## config.mk

```make
export PLATFORM = sky130hd
export DESIGN_NAME = gripper_pulse_sequencer_core
export DESIGN_NICKNAME = d
export VERILOG_FILES = /design/src/rtl/gps_pkg.sv /design/src/rtl/gps_seq.sv /design/src/rtl/gripper_pulse_sequencer_core.sv
export VERILOG_INCLUDE_DIRS = /design/src /design/src/rtl
export SDC_FILE = /design/constraint.sdc
export NUM_CORES = 1
export LEC_CHECK = 0
export BUFFER_PORTS_ARGS = -buffer_cell sky130_fd_sc_hd__buf_2
export CAP_MARGIN = 40
export CORE_ASPECT_RATIO = 0.8
export CORE_UTILIZATION = 58
export DETAILED_ROUTE_END_ITERATION = 16
export PLACE_DENSITY = 0.91
export RECOVER_POWER = 25
export SYNTH_ARGS = -nofsm -noshare
export SYNTH_HDL_FRONTEND = slang
export SYNTH_SLANG_ARGS = --single-unit
```

## constraint.sdc

```tcl
create_clock -name clk -period 5.9 [get_ports clk]
set_input_delay 0.885 -clock clk [delete_from_list [all_inputs] [get_ports clk]]
set_output_delay 0.885 -clock clk [all_outputs]
set_load 0.02 [all_outputs]
```

## src/rtl/gripper_pulse_sequencer_core_defines.svh

```systemverilog
// Assertion macros for the gripper pulse sequencer.
`ifndef GRIPPER_PULSE_SEQUENCER_CORE_DEFINES_SVH
`define GRIPPER_PULSE_SEQUENCER_CORE_DEFINES_SVH

`ifndef NO_ASSERTIONS
`define GPS_ASSERT_IMP(lbl, clk, rstn, ante, cons) \
  lbl: assert property (@(posedge clk) disable iff (!(rstn)) (ante) |-> (cons)) \
    else $error("gps assertion failed");
`define GPS_ASSERT_NEXT(lbl, clk, rstn, ante, cons) \
  lbl: assert property (@(posedge clk) disable iff (!(rstn)) (ante) |=> (cons)) \
    else $error("gps assertion failed");
`else
`define GPS_ASSERT_IMP(lbl, clk, rstn, ante, cons)
`define GPS_ASSERT_NEXT(lbl, clk, rstn, ante, cons)
`endif

`endif

```

## src/rtl/gps_pkg.sv

```systemverilog
// Package: types and constants of the gripper pulse sequencer.
`default_nettype none
package gps_pkg;

  localparam int GPS_COUNT_BITS = 16;
  localparam int GPS_POS_W      = 17;
  localparam int GPS_TICKS_W    = 16;
  localparam int GPS_PHASE_W    = 2;
  localparam int GPS_CFG_IDX_W  = 3;

  localparam logic [GPS_POS_W-1:0]   GPS_OPEN_POS_RST  = GPS_POS_W'(22200);
  localparam logic [GPS_POS_W-1:0]   GPS_CLOSE_POS_RST = GPS_POS_W'(21000);
  localparam logic [GPS_TICKS_W-1:0] GPS_HOLD_RST      = GPS_TICKS_W'(50);
  localparam logic [GPS_TICKS_W-1:0] GPS_TIMEOUT_RST   = GPS_TICKS_W'(500);

  localparam logic [GPS_CFG_IDX_W-1:0] GPS_REG_OPEN_POS  = GPS_CFG_IDX_W'(0);
  localparam logic [GPS_CFG_IDX_W-1:0] GPS_REG_CLOSE_POS = GPS_CFG_IDX_W'(1);
  localparam logic [GPS_CFG_IDX_W-1:0] GPS_REG_HOLD      = GPS_CFG_IDX_W'(2);
  localparam logic [GPS_CFG_IDX_W-1:0] GPS_REG_TIMEOUT   = GPS_CFG_IDX_W'(3);

  localparam logic [GPS_PHASE_W-1:0] GPS_PHASE_IDLE  = 2'd0;
  localparam logic [GPS_PHASE_W-1:0] GPS_PHASE_OPEN  = 2'd1;
  localparam logic [GPS_PHASE_W-1:0] GPS_PHASE_HOLD  = 2'd2;
  localparam logic [GPS_PHASE_W-1:0] GPS_PHASE_CLOSE = 2'd3;

  typedef struct packed {
    logic [GPS_POS_W-1:0]   open_target;
    logic [GPS_POS_W-1:0]   close_target;
    logic [GPS_TICKS_W-1:0] hold_ticks;
    logic [GPS_TICKS_W-1:0] timeout_ticks;
  } gps_cfg_t;

  typedef struct packed {
    logic trigger;
    logic moving;
    logic at_target;
    logic obj_stop;
  } gps_tick_t;

  typedef struct packed {
    logic                   issue_move;
    logic [GPS_POS_W-1:0]   move_position_um;
    logic [GPS_PHASE_W-1:0] phase_now;
    logic                   report_valid;
    logic                   open_motion_seen;
    logic [GPS_TICKS_W-1:0] open_motion_ticks;
    logic [GPS_TICKS_W-1:0] open_reach_ticks;
    logic                   open_timed_out;
    logic                   close_motion_seen;
    logic [GPS_TICKS_W-1:0] close_motion_ticks;
    logic [GPS_TICKS_W-1:0] close_reach_ticks;
    logic                   close_timed_out;
  } gps_result_t;

endpackage
`default_nettype wire

```

## src/rtl/gps_seq.sv

```systemverilog
// Phase sequencer: pulse state, counters, latches and the result register.
`default_nettype none
module gps_seq #(
  parameter int COUNT_BITS = gps_pkg::GPS_COUNT_BITS
) (
  input  wire logic                clk,
  input  wire logic                rst_n,
  input  wire logic                take_i,
  input  wire gps_pkg::gps_tick_t  tick_i,
  input  wire gps_pkg::gps_cfg_t   cfg_i,
  input  wire logic                drain_i,
  output logic                     out_valid_o,
  output gps_pkg::gps_result_t     res_o
);
  import gps_pkg::*;

  localparam int CMP_W = (COUNT_BITS > GPS_TICKS_W) ? COUNT_BITS : GPS_TICKS_W;

  typedef enum logic [GPS_PHASE_W-1:0] {
    ST_IDLE  = GPS_PHASE_IDLE,
    ST_OPEN  = GPS_PHASE_OPEN,
    ST_HOLD  = GPS_PHASE_HOLD,
    ST_CLOSE = GPS_PHASE_CLOSE
  } state_t;

  state_t                 phase_r, phase_nxt;
  logic [COUNT_BITS-1:0]  cnt_r, cnt_nxt, cnt_inc;
  logic                   open_seen_r, open_seen_nxt;
  logic                   open_to_r, open_to_nxt;
  logic                   close_seen_r, close_seen_nxt;
  logic [GPS_TICKS_W-1:0] open_motion_r, open_motion_nxt;
  logic [GPS_TICKS_W-1:0] open_reach_r, open_reach_nxt;
  logic [GPS_TICKS_W-1:0] close_motion_r, close_motion_nxt;
  logic [GPS_POS_W-1:0]   snap_close_r, snap_close_nxt;
  logic [GPS_TICKS_W-1:0] snap_hold_r, snap_hold_nxt;
  logic                   out_valid_r;
  gps_result_t            res_r, res_nxt;

  logic                   done;
  logic                   timed_out;
  logic                   hold_done;
  logic [GPS_TICKS_W-1:0] cnt_lat;

  assign cnt_inc   = (cnt_r == {COUNT_BITS{1'b1}}) ? cnt_r : cnt_r + COUNT_BITS'(1);
  assign done      = tick_i.at_target | tick_i.obj_stop;
  assign timed_out = CMP_W'(cnt_inc) > CMP_W'(cfg_i.timeout_ticks);
  assign hold_done = CMP_W'(cnt_inc) >= CMP_W'(snap_hold_r);
  assign cnt_lat   = GPS_TICKS_W'(cnt_inc);

  always_comb begin
    phase_nxt        = phase_r;
    cnt_nxt          = cnt_r;
    open_seen_nxt    = open_seen_r;
    open_to_nxt      = open_to_r;
    close_seen_nxt   = close_seen_r;
    open_motion_nxt  = open_motion_r;
    open_reach_nxt   = open_reach_r;
    close_motion_nxt = close_motion_r;
    snap_close_nxt   = snap_close_r;
    snap_hold_nxt    = snap_hold_r;
    res_nxt          = '0;
    unique case (phase_r)
      ST_IDLE: begin
        if (tick_i.trigger) begin
          res_nxt.issue_move       = 1'b1;
          res_nxt.move_position_um = cfg_i.open_target;
          snap_close_nxt           = cfg_i.close_target;
          snap_hold_nxt            = cfg_i.hold_ticks;
          cnt_nxt                  = '0;
          open_seen_nxt            = 1'b0;
          open_to_nxt              = 1'b0;
          close_seen_nxt           = 1'b0;
          open_motion_nxt          = '0;
          open_reach_nxt           = '0;
          close_motion_nxt         = '0;
          phase_nxt                = ST_OPEN;
        end
      end
      ST_OPEN: begin
        cnt_nxt = cnt_inc;
        if (!open_seen_r && tick_i.moving) begin
          open_seen_nxt   = 1'b1;
          open_motion_nxt = cnt_lat;
        end
        if (done || timed_out) begin
          open_reach_nxt = cnt_lat;
          open_to_nxt    = !done;
          cnt_nxt        = '0;
          phase_nxt      = ST_HOLD;
        end
      end
      ST_HOLD: begin
        cnt_nxt = cnt_inc;
        if (hold_done) begin
          res_nxt.issue_move       = 1'b1;
          res_nxt.move_position_um = snap_close_r;
          cnt_nxt                  = '0;
          phase_nxt                = ST_CLOSE;
        end
      end
      ST_CLOSE: begin
        cnt_nxt = cnt_inc;
        if (!close_seen_r && tick_i.moving) begin
          close_seen_nxt   = 1'b1;
          close_motion_nxt = cnt_lat;
        end
        if (done || timed_out) begin
          res_nxt.report_valid       = 1'b1;
          res_nxt.open_motion_seen   = open_seen_r;
          res_nxt.open_motion_ticks  = open_motion_r;
          res_nxt.open_reach_ticks   = open_reach_r;
          res_nxt.open_timed_out     = open_to_r;
          res_nxt.close_motion_seen  = close_seen_nxt;
          res_nxt.close_motion_ticks = close_motion_nxt;
          res_nxt.close_reach_ticks  = cnt_lat;
          res_nxt.close_timed_out    = !done;
          cnt_nxt                    = '0;
          phase_nxt                  = ST_IDLE;
        end
      end
    endcase
    res_nxt.phase_now = phase_nxt;
  end

  always_ff @(posedge clk) begin
    if (!rst_n) begin
      phase_r        <= ST_IDLE;
      cnt_r          <= '0;
      open_seen_r    <= 1'b0;
      open_to_r      <= 1'b0;
      close_seen_r   <= 1'b0;
      open_motion_r  <= '0;
      open_reach_r   <= '0;
      close_motion_r <= '0;
      snap_close_r   <= '0;
      snap_hold_r    <= '0;
      out_valid_r    <= 1'b0;
    end else begin
      if (take_i) begin
        phase_r        <= phase_nxt;
        cnt_r          <= cnt_nxt;
        open_seen_r    <= open_seen_nxt;
        open_to_r      <= open_to_nxt;
        close_seen_r   <= close_seen_nxt;
        open_motion_r  <= open_motion_nxt;
        open_reach_r   <= open_reach_nxt;
        close_motion_r <= close_motion_nxt;
        snap_close_r   <= snap_close_nxt;
        snap_hold_r    <= snap_hold_nxt;
        out_valid_r    <= 1'b1;
      end else if (drain_i) begin
        out_valid_r <= 1'b0;
      end
    end
    if (take_i) begin
      res_r <= res_nxt;
    end
  end

  assign out_valid_o = out_valid_r;
  assign res_o       = res_r;

endmodule
`default_nettype wire

```

## src/rtl/gripper_pulse_sequencer_core.sv

```systemverilog
// Gripper pulse sequencer: top level with configuration registers and handshake.
//
// One input item is one status poll tick (trigger and the status bits for
// motion, position reached and object stop). Each item yields exactly one
// result item: the move command of that tick, the phase after it, and on
// the tick the pulse completes a latency report (report_valid with open
// and close figures).
// Latency: the result is valid in the cycle after the item is accepted.
// Throughput: one item per cycle; the whole phase update is one pass of
// logic into the result register.
// Stall: in_ready is high while the result register is empty or is being
// taken this cycle; while out_ready stays low the result holds and no new
// item is taken.
// Configuration: cfg_we writes register cfg_index (0 open position,
// 1 close position, 2 hold ticks, 3 timeout ticks) at once; other indexes
// are dropped. Close position and hold ticks are captured at the trigger.
// Reset (rst_n low, synchronous): registers return to defaults, phase
// goes idle, counters and latches clear, the result register empties.
`default_nettype none
`include "gripper_pulse_sequencer_core_defines.svh"
module gripper_pulse_sequencer_core #(
  parameter int COUNT_BITS = gps_pkg::GPS_COUNT_BITS
) (
  input  wire logic                               clk,
  input  wire logic                               rst_n,
  input  wire logic                               cfg_we,
  input  wire logic [gps_pkg::GPS_CFG_IDX_W-1:0]  cfg_index,
  input  wire logic [gps_pkg::GPS_POS_W-1:0]      cfg_wdata,
  input  wire logic                               in_valid,
  output logic                                    in_ready,
  input  wire logic                               in_trigger,
  input  wire logic                               in_moving,
  input  wire logic                               in_at_position,
  input  wire logic                               in_object_detected,
  output logic                                    out_valid,
  input  wire logic                               out_ready,
  output logic                                    out_issue_move,
  output logic [gps_pkg::GPS_POS_W-1:0]           out_move_position_um,
  output logic [gps_pkg::GPS_PHASE_W-1:0]         out_phase_now,
  output logic                                    out_report_valid,
  output logic                                    out_open_motion_seen,
  output logic [gps_pkg::GPS_TICKS_W-1:0]         out_open_motion_ticks,
  output logic [gps_pkg::GPS_TICKS_W-1:0]         out_open_reach_ticks,
  output logic                                    out_open_timed_out,
  output logic                                    out_close_motion_seen,
  output logic [gps_pkg::GPS_TICKS_W-1:0]         out_close_motion_ticks,
  output logic [gps_pkg::GPS_TICKS_W-1:0]         out_close_reach_ticks,
  output logic                                    out_close_timed_out
);
  import gps_pkg::*;

  gps_cfg_t    cfg_r;
  gps_tick_t   tick;
  gps_result_t res;
  logic        take;
  logic        out_idle;
  logic        out_moving;

  always_ff @(posedge clk) begin
    if (!rst_n) begin
      cfg_r.open_target   <= GPS_OPEN_POS_RST;
      cfg_r.close_target  <= GPS_CLOSE_POS_RST;
      cfg_r.hold_ticks    <= GPS_HOLD_RST;
      cfg_r.timeout_ticks <= GPS_TIMEOUT_RST;
    end else if (cfg_we) begin
      unique case (cfg_index)
        GPS_REG_OPEN_POS:  cfg_r.open_target   <= cfg_wdata;
        GPS_REG_CLOSE_POS: cfg_r.close_target  <= cfg_wdata;
        GPS_REG_HOLD:      cfg_r.hold_ticks    <= GPS_TICKS_W'(cfg_wdata);
        GPS_REG_TIMEOUT:   cfg_r.timeout_ticks <= GPS_TICKS_W'(cfg_wdata);
        default: ;
      endcase
    end
  end

  assign in_ready = !out_valid || out_ready;
  assign take     = in_valid && in_ready;

  assign tick.trigger   = in_trigger;
  assign tick.moving    = in_moving;
  assign tick.at_target = in_at_position;
  assign tick.obj_stop  = in_object_detected;

  gps_seq #(
    .COUNT_BITS (COUNT_BITS)
  ) u_seq (
    .clk         (clk),
    .rst_n       (rst_n),
    .take_i      (take),
    .tick_i      (tick),
    .cfg_i       (cfg_r),
    .drain_i     (out_ready),
    .out_valid_o (out_valid),
    .res_o       (res)
  );

  assign out_issue_move         = res.issue_move;
  assign out_move_position_um   = res.move_position_um;
  assign out_phase_now          = res.phase_now;
  assign out_report_valid       = res.report_valid;
  assign out_open_motion_seen   = res.open_motion_seen;
  assign out_open_motion_ticks  = res.open_motion_ticks;
  assign out_open_reach_ticks   = res.open_reach_ticks;
  assign out_open_timed_out     = res.open_timed_out;
  assign out_close_motion_seen  = res.close_motion_seen;
  assign out_close_motion_ticks = res.close_motion_ticks;
  assign out_close_reach_ticks  = res.close_reach_ticks;
  assign out_close_timed_out    = res.close_timed_out;

  assign out_idle   = (out_phase_now == GPS_PHASE_IDLE);
  assign out_moving = (out_phase_now == GPS_PHASE_OPEN) || (out_phase_now == GPS_PHASE_CLOSE);

  `GPS_ASSERT_NEXT(a_take_fills, clk, rst_n, take, out_valid)
  `GPS_ASSERT_IMP(a_report_idle, clk, rst_n, out_valid && out_report_valid, out_idle)
  `GPS_ASSERT_IMP(a_move_phase, clk, rst_n, out_valid && out_issue_move, out_moving)
  `GPS_ASSERT_IMP(a_idle_pos_zero, clk, rst_n, out_valid && !out_issue_move, out_move_position_um == '0)

endmodule
`default_nettype wire

```

==> results by group, run 1 <==
Pwr
  • Sw Share: 23.0%
  • LEAKAGE: 4.83 nW
  • Clock share of power: 42.9%
  • Comb power frac: 6.7%
  • Total power after layout: 3.80 mW
  • Pint: 2.92 mW
  • P_sw: 0.872 mW
  • Peak supply drop: 136 uV
  • Sequential share of power: 50.3%
  • Power Density: 310 nW/um^2

CTS
  • CTS Sinks: 258
  • Number of post-CTS setup repair buffers: 0
  • Num CTS Buffers: 25
  • Worst-path clk slew: 0.07 ns
  • Buffer levels on the longest clock path: 3
  • Hold_buf cts: 0
  • Clock Root Buffer: clkbuf_16
  • Clk Latency, worst-skew pair: 0.52 ns
  • CTS tree: built
  • Resized cells post-CTS: 0
  • CTS HTree Levels: 1

Logic synthesis
  • Syn nets: 1152
  • Post-Syn Instances: 1092
  • FFs w/ async S/R, synth: 0%
  • FF+latch count, synth: 258
  • Seq/Total Area, Yosys: 56.6%
  • Post-synth top area cell: dfxtp_1
  • Top area cells in the synthesized netlist: dfxtp_1 32%, edfxtp_1 25%, nand2_1 7.6%
  • Warnings from Yosys: 0
  • Share of the synthesized area in the top cell type: 31.6%
  • Post-synth EDFFs: 89
  • Mapped Area: 10700 sq um
  • Post-synth top flop: dfxtp_1
  • Cell variety after synth: 56
  • Syn avg cell area: 9.80 sq um

Placement
  • Gpl congestion: 0.907
  • Place WS: 0.862 ns
  • Post-DP HPWL: 16800 um
  • DP Area: 11400 sq um
  • I/O Buffers: 119

Floorplan
  • Starting Density: 59.1%
  • Die width: 154 um
  • Die area: 19000 sq um
  • # IOs: 120
  • Die Ht: 124 um
  • Placement row count: 44
  • Core area: 18100 sq um

Route
  • Via density: 5.91
  • First drt pass iteration count: 9
  • Initial DRC Count: 959
  • Drt wl/cell: 18.3 um
  • Post-route ant nets: 0
  • DRC viols: 0
  • DR vias: 8482
  • Routed WL: 26300 um

Job
  • Max-Cap Viols: 2

Global route
  • Number of global-route vias before repair: 8026
  • Total track usage: 27.7%
  • Initial antenna violation count: 0
  • Remaining Overflow, GRT: 0
  • Largest net degree at the start of global routing: 74
  • First-pass GRT wire length: 41100 um

Timing
  • Fmax: 0.195 GHz
  • Worst setup margin: 0.769 ns
  • Fin crit share: 87.0%
  • Final Hold Vio Count: 0
  • Rel. slew slack: -95.4%
  • Fin Clk Skew: 0.0219 ns
  • Endpoints failing setup: 0
  • Worst-Margin Slew: 2.93 ns
  • Setup TNS: 0 ns
  • RSZ-0062 raised after global routing: false
  • Slew Limit Fails: 128
  • Post-layout min period: 5.13 ns
  • Min Hold Slack: 0.446 ns

Layout
  • Proportion of layout cells with a drive suffix above 1: 14.8%
  • Nets: 1246
  • P&R area growth vs syn: 14.5%
  • Design area: 12300 sq um
  • Diodes inserted: 0

Worst hold path
  • Tightest Hold Check Type: reg2reg

Worst setup path
  • Arrival time at the worst endpoint: 5.58 ns
  • Critical path launch point type: register
  • CP Capture Type: register
  • WP data required: 6.35 ns
  • Crit path kind: reg2reg
  • Worst-path maximum fanout: 18

Outcome
  • Violated checks: capacitance limit, slew limit
  • Status: finished, violations left
-- cell usage after synthesis (2+ instances only) --
master	n
nor4_1	4
or2_2	4
a21oi_1	50
or4_1	2
buf_4	2
buf_6	2
a32oi_1	12
nor2b_1	6
nor2_1	88
edfxtp_1	89
ha_1	31
nand4_1	8
nand2b_1	5
clkbuf_2	3
xnor2_1	11
a211oi_1	16
a22oi_1	32
clkbuf_1	53
o21ai_0	9
and4_1	2
mux2i_1	3
nor3b_1	4
nand4_2	2
or3_1	2
a31oi_1	2
dfxtp_1	169
inv_1	54
nand3_1	28
a21boi_0	45
a22o_1	34
o21ai_2	2
and3_1	10
nand2_1	218
nor3_1	7
and2_1	41
xor2_1	4
o21a_1	6
o211ai_1	10
buf_2	5
-- layer usage --
layer / global-route usage, % / wire length (um)
met3: 6.45 / 2300
met4: 12.4 / 971
met1: 36.4 / 11000
met5: 0 / 0
met2: 44.1 / 12000
-- logic make-up (layout without fill, tap and decap cells) --
logic type | Yosys count | count (layout) | share of synthesized area (%)
AND/OR/NAND/NOR | 434 | 434 | 18.3
flip-flops | 258 | 258 | 56.6
AO/OA/AOI/OAI | 230 | 230 | 15.5
buffers and inverters | 121 | 233 | 4.55
adder cells (fa/ha/maj) | 31 | 31 | 3.62
XOR/XNOR | 15 | 15 | 1.23
multiplexers | 3 | 3 | 0.281
-- registers in the layout, indices dropped and copies added (netlist names) --
register / count
u_seq.snap_hold_r: 16
u_seq.res_o: 89
u_seq.phase_r: 2
u_seq.cnt_r: 16
u_seq.out_valid_o: 1
u_seq.open_reach_r: 16
u_seq.close_motion_r: 16
u_seq.snap_close_r: 17
u_seq.open_seen_r: 1
cfg_r: 66
u_seq.close_seen_r: 1
u_seq.open_motion_r: 16
u_seq.open_to_r: 1
-- power by group through the flow --
stage | registers [mW] | clock network [mW] | logic (mW)
after floorplan | 1.99 | 0 | 0.121
final | 1.91 | 1.63 | 0.255
after detailed placement | 1.95 | 0 | 0.250
after CTS | 1.91 | 1.63 | 0.253
after global placement | 1.95 | 0 | 0.243
after global routing | 1.92 | 1.71 | 0.275
-- final timing paths --
| path | startpoint | depth (start not counted) | to | slack (ns) |
|---|---|---|---|---|
| min | cfg_r[25] | 2 | u_seq.snap_hold_r[9] | 0.45 |
| min reg2reg | cfg_r[25] | 2 | u_seq.snap_hold_r[9] | 0.45 |
| max | u_seq.cnt_r[0] | 15 | u_seq.open_reach_r[5] | 0.77 |
| max reg2reg | u_seq.cnt_r[0] | 15 | u_seq.open_reach_r[5] | 0.77 |
-- cell usage in the layout (no fill, tap or decap), drive strengths merged, types with 31 or more instances in the layout --
cell    count
a22oi      32
a21boi     45
buf       115
edfxtp     89
and2       41
dfxtp     169
nor2       88
a21oi      51
inv        54
nand2     218
ha         31
a22o       34
clkbuf     50
-- per-stage QoR --
stage / utilization [%] / cells
finish: 67.7 / 1434
global placement: 62.9 / 1385
floorplan: - / 1092
global route: 67.7 / 1434
CTS: 67.8 / 1434
detailed placement: 63.2 / 1389
-- critical path, cell delays in order, from the launching register on --
cell and delay (ns):
dfxtp_1 0.50, ha_1 0.26, nand3_1 0.17, or4_1 0.67
and3_1 0.25, and3_1 0.19, xnor2_1 0.23, inv_1 0.21
ha_1 0.33, nand3_1 0.10, or2_2 0.32, nor4_1 0.41
a211oi_2 0.17, o21ai_2 0.30, and3_1 0.68, a22o_1 0.27
-- cell type report --
class	count	area [sq um]
flip-flops and latches	258	6060
repair buffers	133	687
clock inverters	13	153
multi-input cells	713	4170
well taps	230	288
inverters	55	208
fillers	1266	5860
clock buffers	32	692
Power figures use the tool's default switching activity.
==> run 2: changes to the inputs <==
Settings changed: CORE_UTILIZATION 58 to 59, PLACE_DENSITY 0.91 to 0.92, SYNTH_HIERARCHICAL set to 1.
==> run 2 against run 1 <==
Compared with the run above:
- critical path depth is the same
- cell count grew 6.2%
- setup slack lost 0.41 ns
- critical endpoint is now u_seq/res_o[54]
- hold slack gained 0.0034 ns
- global-route usage shrank 0.30 points
- sequential share of layout area shrank 3.2 points
- routed wire length grew 4.1%
- clock skew shrank 0.014 ns
- total power grew 0.26%
- highest routed layer unchanged
- synthesized cell count grew 5.1%
- critical path type unchanged
- non-clock buffer count grew 14
- largest power group unchanged
- the run still ends with capacitance limit, slew limit left
==> results by group, run 2 <==
Worst setup path
  • CP Capture Type: register
  • Worst-path maximum fanout: 34 (+16)
  • Critical path launch point type: register
  • Worst stage delay on the critical path: 0.82 ns (+0.14 ns)
  • Arrival time at the worst endpoint: 5.92 ns (+0.34 ns)
  • CP bufs+invs: 2 (+1)
  • WP data required: 6.28 ns (-0.07 ns)
  • Crit path kind: reg2reg
  • Crit path max-delay family: simple AND/OR/NAND/NOR gates
  • Crit-path cells: ha_1, nand3_2, or4_4, nand4_1, xor2_1, inv_1, ha_1, nand3_1, nor4_1, o21ai_0, nor2_1, o22a_1, nand3_2, inv_1, and2_1
  • Slowest-stage cell, CP: inv_1

Layout
  • FF/Latch Area: 6060 sq um (unchanged)
  • Diodes inserted: 0 (unchanged)
  • P&R area growth vs syn: 14.0%
  • Leading cell type in the layout, fill and taps excluded: nand2_1
  • Most frequent cells in the layout: 198 x nand2_1, 169 x dfxtp_1, 89 x edfxtp_1
  • Max FFs per register: 89 (unchanged)
  • Area of the multi-input gates: 4890 sq um (+17%)
  • Nets: 1306 (+4.8%)
  • Layout Utilization: 68.8% (+1.2 points)
  • Fill cells: 1395 (+10%)
  • Proportion of layout cells with a drive suffix above 1: 14.4% (-0.40 points)

CTS
  • Buffer levels on the longest clock path: 3 (unchanged)
  • Number of post-CTS setup repair buffers: 0 (unchanged)
  • Num CTS Buffers: 25 (unchanged)
  • Clk Latency, worst-skew pair: 0.52 ns (about the same)
  • Hold_buf cts: 0 (unchanged)
  • CTS Sinks: 258 (unchanged)
  • CTS HTree Levels: 1 (unchanged)
  • Resized cells post-CTS: 0 (unchanged)
  • Clock Root Buffer: clkbuf_16
  • Worst-path clk slew: 0.06 ns (about the same)
  • CTS tree: built

Global route
  • Remaining Overflow, GRT: 0 (unchanged)
  • Initial antenna violation count: 2 (+2)
  • First-pass GRT wire length: 43200 um (+5.1%)
  • Total track usage: 27.4% (-0.30 points)
  • Met2 Resource Use GR: 45.3% (+1.2 points)
  • Most Used Layer, Global Route: met2
  • Number of global-route vias before repair: 8398 (+4.6%)
  • Largest net degree at the start of global routing: 106 (+43%)
  • GR Util met3: 3.42% (-3.0 points)
  • Met1 global-route usage: 37.8% (+1.4 points)

Timing
  • Rel. slew slack: -151% (-55 points)
  • Setup TNS: 0 ns (unchanged)
  • Worst-Margin Slew: 3.76 ns (+0.828 ns)
  • Min Hold Slack: 0.450 ns (+0.00340 ns)
  • Slew Limit Fails: 138 (+7.8%)
  • Final Hold Vio Count: 0 (unchanged)
  • Post-layout min period: 5.54 ns (+0.405 ns)
  • Fin Clk Skew: 0.00832 ns (-0.0136 ns)
  • Fin crit share: 93.8% (+6.9 points)
  • Worst setup margin: 0.363 ns (-0.405 ns)
  • RSZ-0062 raised after global routing: false
  • Fmax: 0.181 GHz (-7.3%)
  • Endpoints failing setup: 0 (unchanged)

Logic synthesis
  • Seq/Total Area, Yosys: 52.7% (-3.9 points)
  • Syn avg cell area: 10.0 sq um (+2.1%)
  • Synth cell count leaders: 198 x nand2_1, 169 x dfxtp_1, 89 x edfxtp_1
  • Warnings from Yosys: 6 (+6)
  • Post-synth top flop: dfxtp_1
  • Share of the synthesized area in the top cell type: 29.4% (-2.2 points)
  • Cell variety after synth: 64 (+14%)
  • FF+latch count, synth: 258 (unchanged)
  • Dominant cell by count in the synthesized netlist: nand2_1
  • Mapped Area: 11500 sq um (+7.3%)
  • Post-synth top area cell: dfxtp_1
  • Post-synth EDFFs: 89 (unchanged)
  • Syn nets: 1208 (+4.9%)
  • Top area cells in the synthesized netlist: dfxtp_1 29%, edfxtp_1 23%, nand2_1 6.5%
  • Post-Syn Instances: 1148 (+5.1%)
  • FFs w/ async S/R, synth: 0% (unchanged)

Pwr
  • LEAKAGE: 5.09 nW (+5.5%)
  • Clock share of power: 42.7% (-0.2 points)
  • Pint: 2.93 mW (+0.32%)
  • Comb power frac: 7.2% (+0.5 points)
  • Sw Share: 22.9% (-0.044 points)
  • Sequential share of power: 50.2% (about the same)
  • Peak supply drop: 181 uV (+33%)
  • Power Density: 290 nW/um^2 (-6.2%)
  • P_sw: 0.872 mW (about the same)

Placement
  • Post-DP HPWL: 18200 um (+8.7%)
  • Place WS: 0.516 ns (-0.345 ns)
  • Gpl congestion: 0.856 (-5.6%)
  • I/O Buffers: 119 (unchanged)

Route
  • Initial DRC Count: 836 (-13%)
  • Post-route ant nets: 0 (unchanged)
  • Drt wl/cell: 18.0 um (-2.0%)
  • Via density: 5.77 (-2.5%)
  • DRC viols: 0 (unchanged)
  • Routed WL: 27400 um (+4.1%)
  • DR vias: 8783 (+3.5%)
  • First drt pass iteration count: 5 (-4)

Floorplan
  • # IOs: 120 (unchanged)
  • Die Ht: 127 um (+2.7%)
  • Core area: 19000 sq um (+5.1%)
  • Starting Density: 60.4% (+1.3 points)
  • Placement row count: 45 (+2.3%)
  • Die area: 20000 sq um (+5.4%)
  • Die width: 158 um (+2.7%)

Outcome
  • Status: finished, violations left
  • Violated checks: capacitance limit, slew limit

Worst hold path
  • Tightest Hold Check Type: reg2reg

Job
  • Max-Cap Viols: 2 (unchanged)
run 2: cell types whose count changed after synthesis, sizes merged, moves of 11 or more:
cell / previous run / this run
nor2: 88 / 55
or3: 2 / 17
a22o: 34 / 17
a21oi: 51 / 24
mux2i: 3 / 71
nor3: 7 / 26
a22oi: 32 / 0
and2: 41 / 55
o21ai: 12 / 44
nor2b: 6 / 54
nand3: 29 / 18
nand2: 218 / 198
a32oi: 12 / 0
run 2: through the flow:
stage	cells	instance area (sq um)	total power, mW
after floorplan	1148	11500	2.13
after global placement	1472	12200	2.20
after detailed placement	1477	12300	2.22
after CTS	1523	13200	3.81
after global routing	1523	13100	3.90
final	1523	13100	3.81
run 2: path summary, 6_finish.rpt:
| kind | from | slack, ns | cells past startpoint | to |
|---|---|---|---|---|
| max | u_seq/cnt_r[0] | 0.36 | 15 | u_seq/res_o[54] |
| min | u_seq/open_reach_r[8] | 0.45 | 2 | u_seq/open_reach_r[8] |
| max reg2reg | u_seq/cnt_r[0] | 0.36 | 15 | u_seq/res_o[54] |
| min reg2reg | u_seq/open_reach_r[8] | 0.45 | 2 | u_seq/open_reach_r[8] |
run 2: kinds of logic (layout without fill, tap and decap cells):
group	Yosys count	in the layout	synth area share [%]
compound gates	181	181	11.3
simple gates	464	464	20.1
fa+ha+maj	31	31	3.38
buf+inv	127	244	4.85
xor+xnor	16	16	1.50
mux	71	71	6.19
flops	258	258	52.7
run 2: cell type report:
cell class | count | area share (%)
Multi-Input combinational cell | 763 | 37.3
Clock buffer | 36 | 5.63
Inverter | 51 | 1.46
Sequential cell | 258 | 46.2
Timing Repair Buffer | 147 | 6.08
Clock inverter | 10 | 0.840
Tap cell | 258 | 2.46
run 2: worst reg2reg max path, delay by kind of cell, from the launching register on:
| family | cells | cell delay (ns) |
|---|---|---|
| compound gates | 2 | 0.41 |
| fa+ha+maj | 2 | 0.63 |
| xor+xnor | 1 | 0.52 |
| simple gates | 8 | 2.30 |
| buf+inv | 2 | 0.98 |
| flops | 1 | 0.57 |
run 2: power groups by stage:
stage	registers (mW)	logic, mW	clock network (mW)
6_report	1.91	0.273	1.62
5_1_grt	1.91	0.293	1.70
3_3_place_gp	1.95	0.259	0
3_5_place_dp	1.95	0.270	0
2_1_floorplan	1.99	0.142	0
4_1_cts	1.91	0.273	1.63
run 2: per-layer routing:
metal	part of all wire, %	vias up
li1	-	4142
met1	43	4190
met2	47	390
met3	7.3	61
met4	2.7	0
met5	0	-
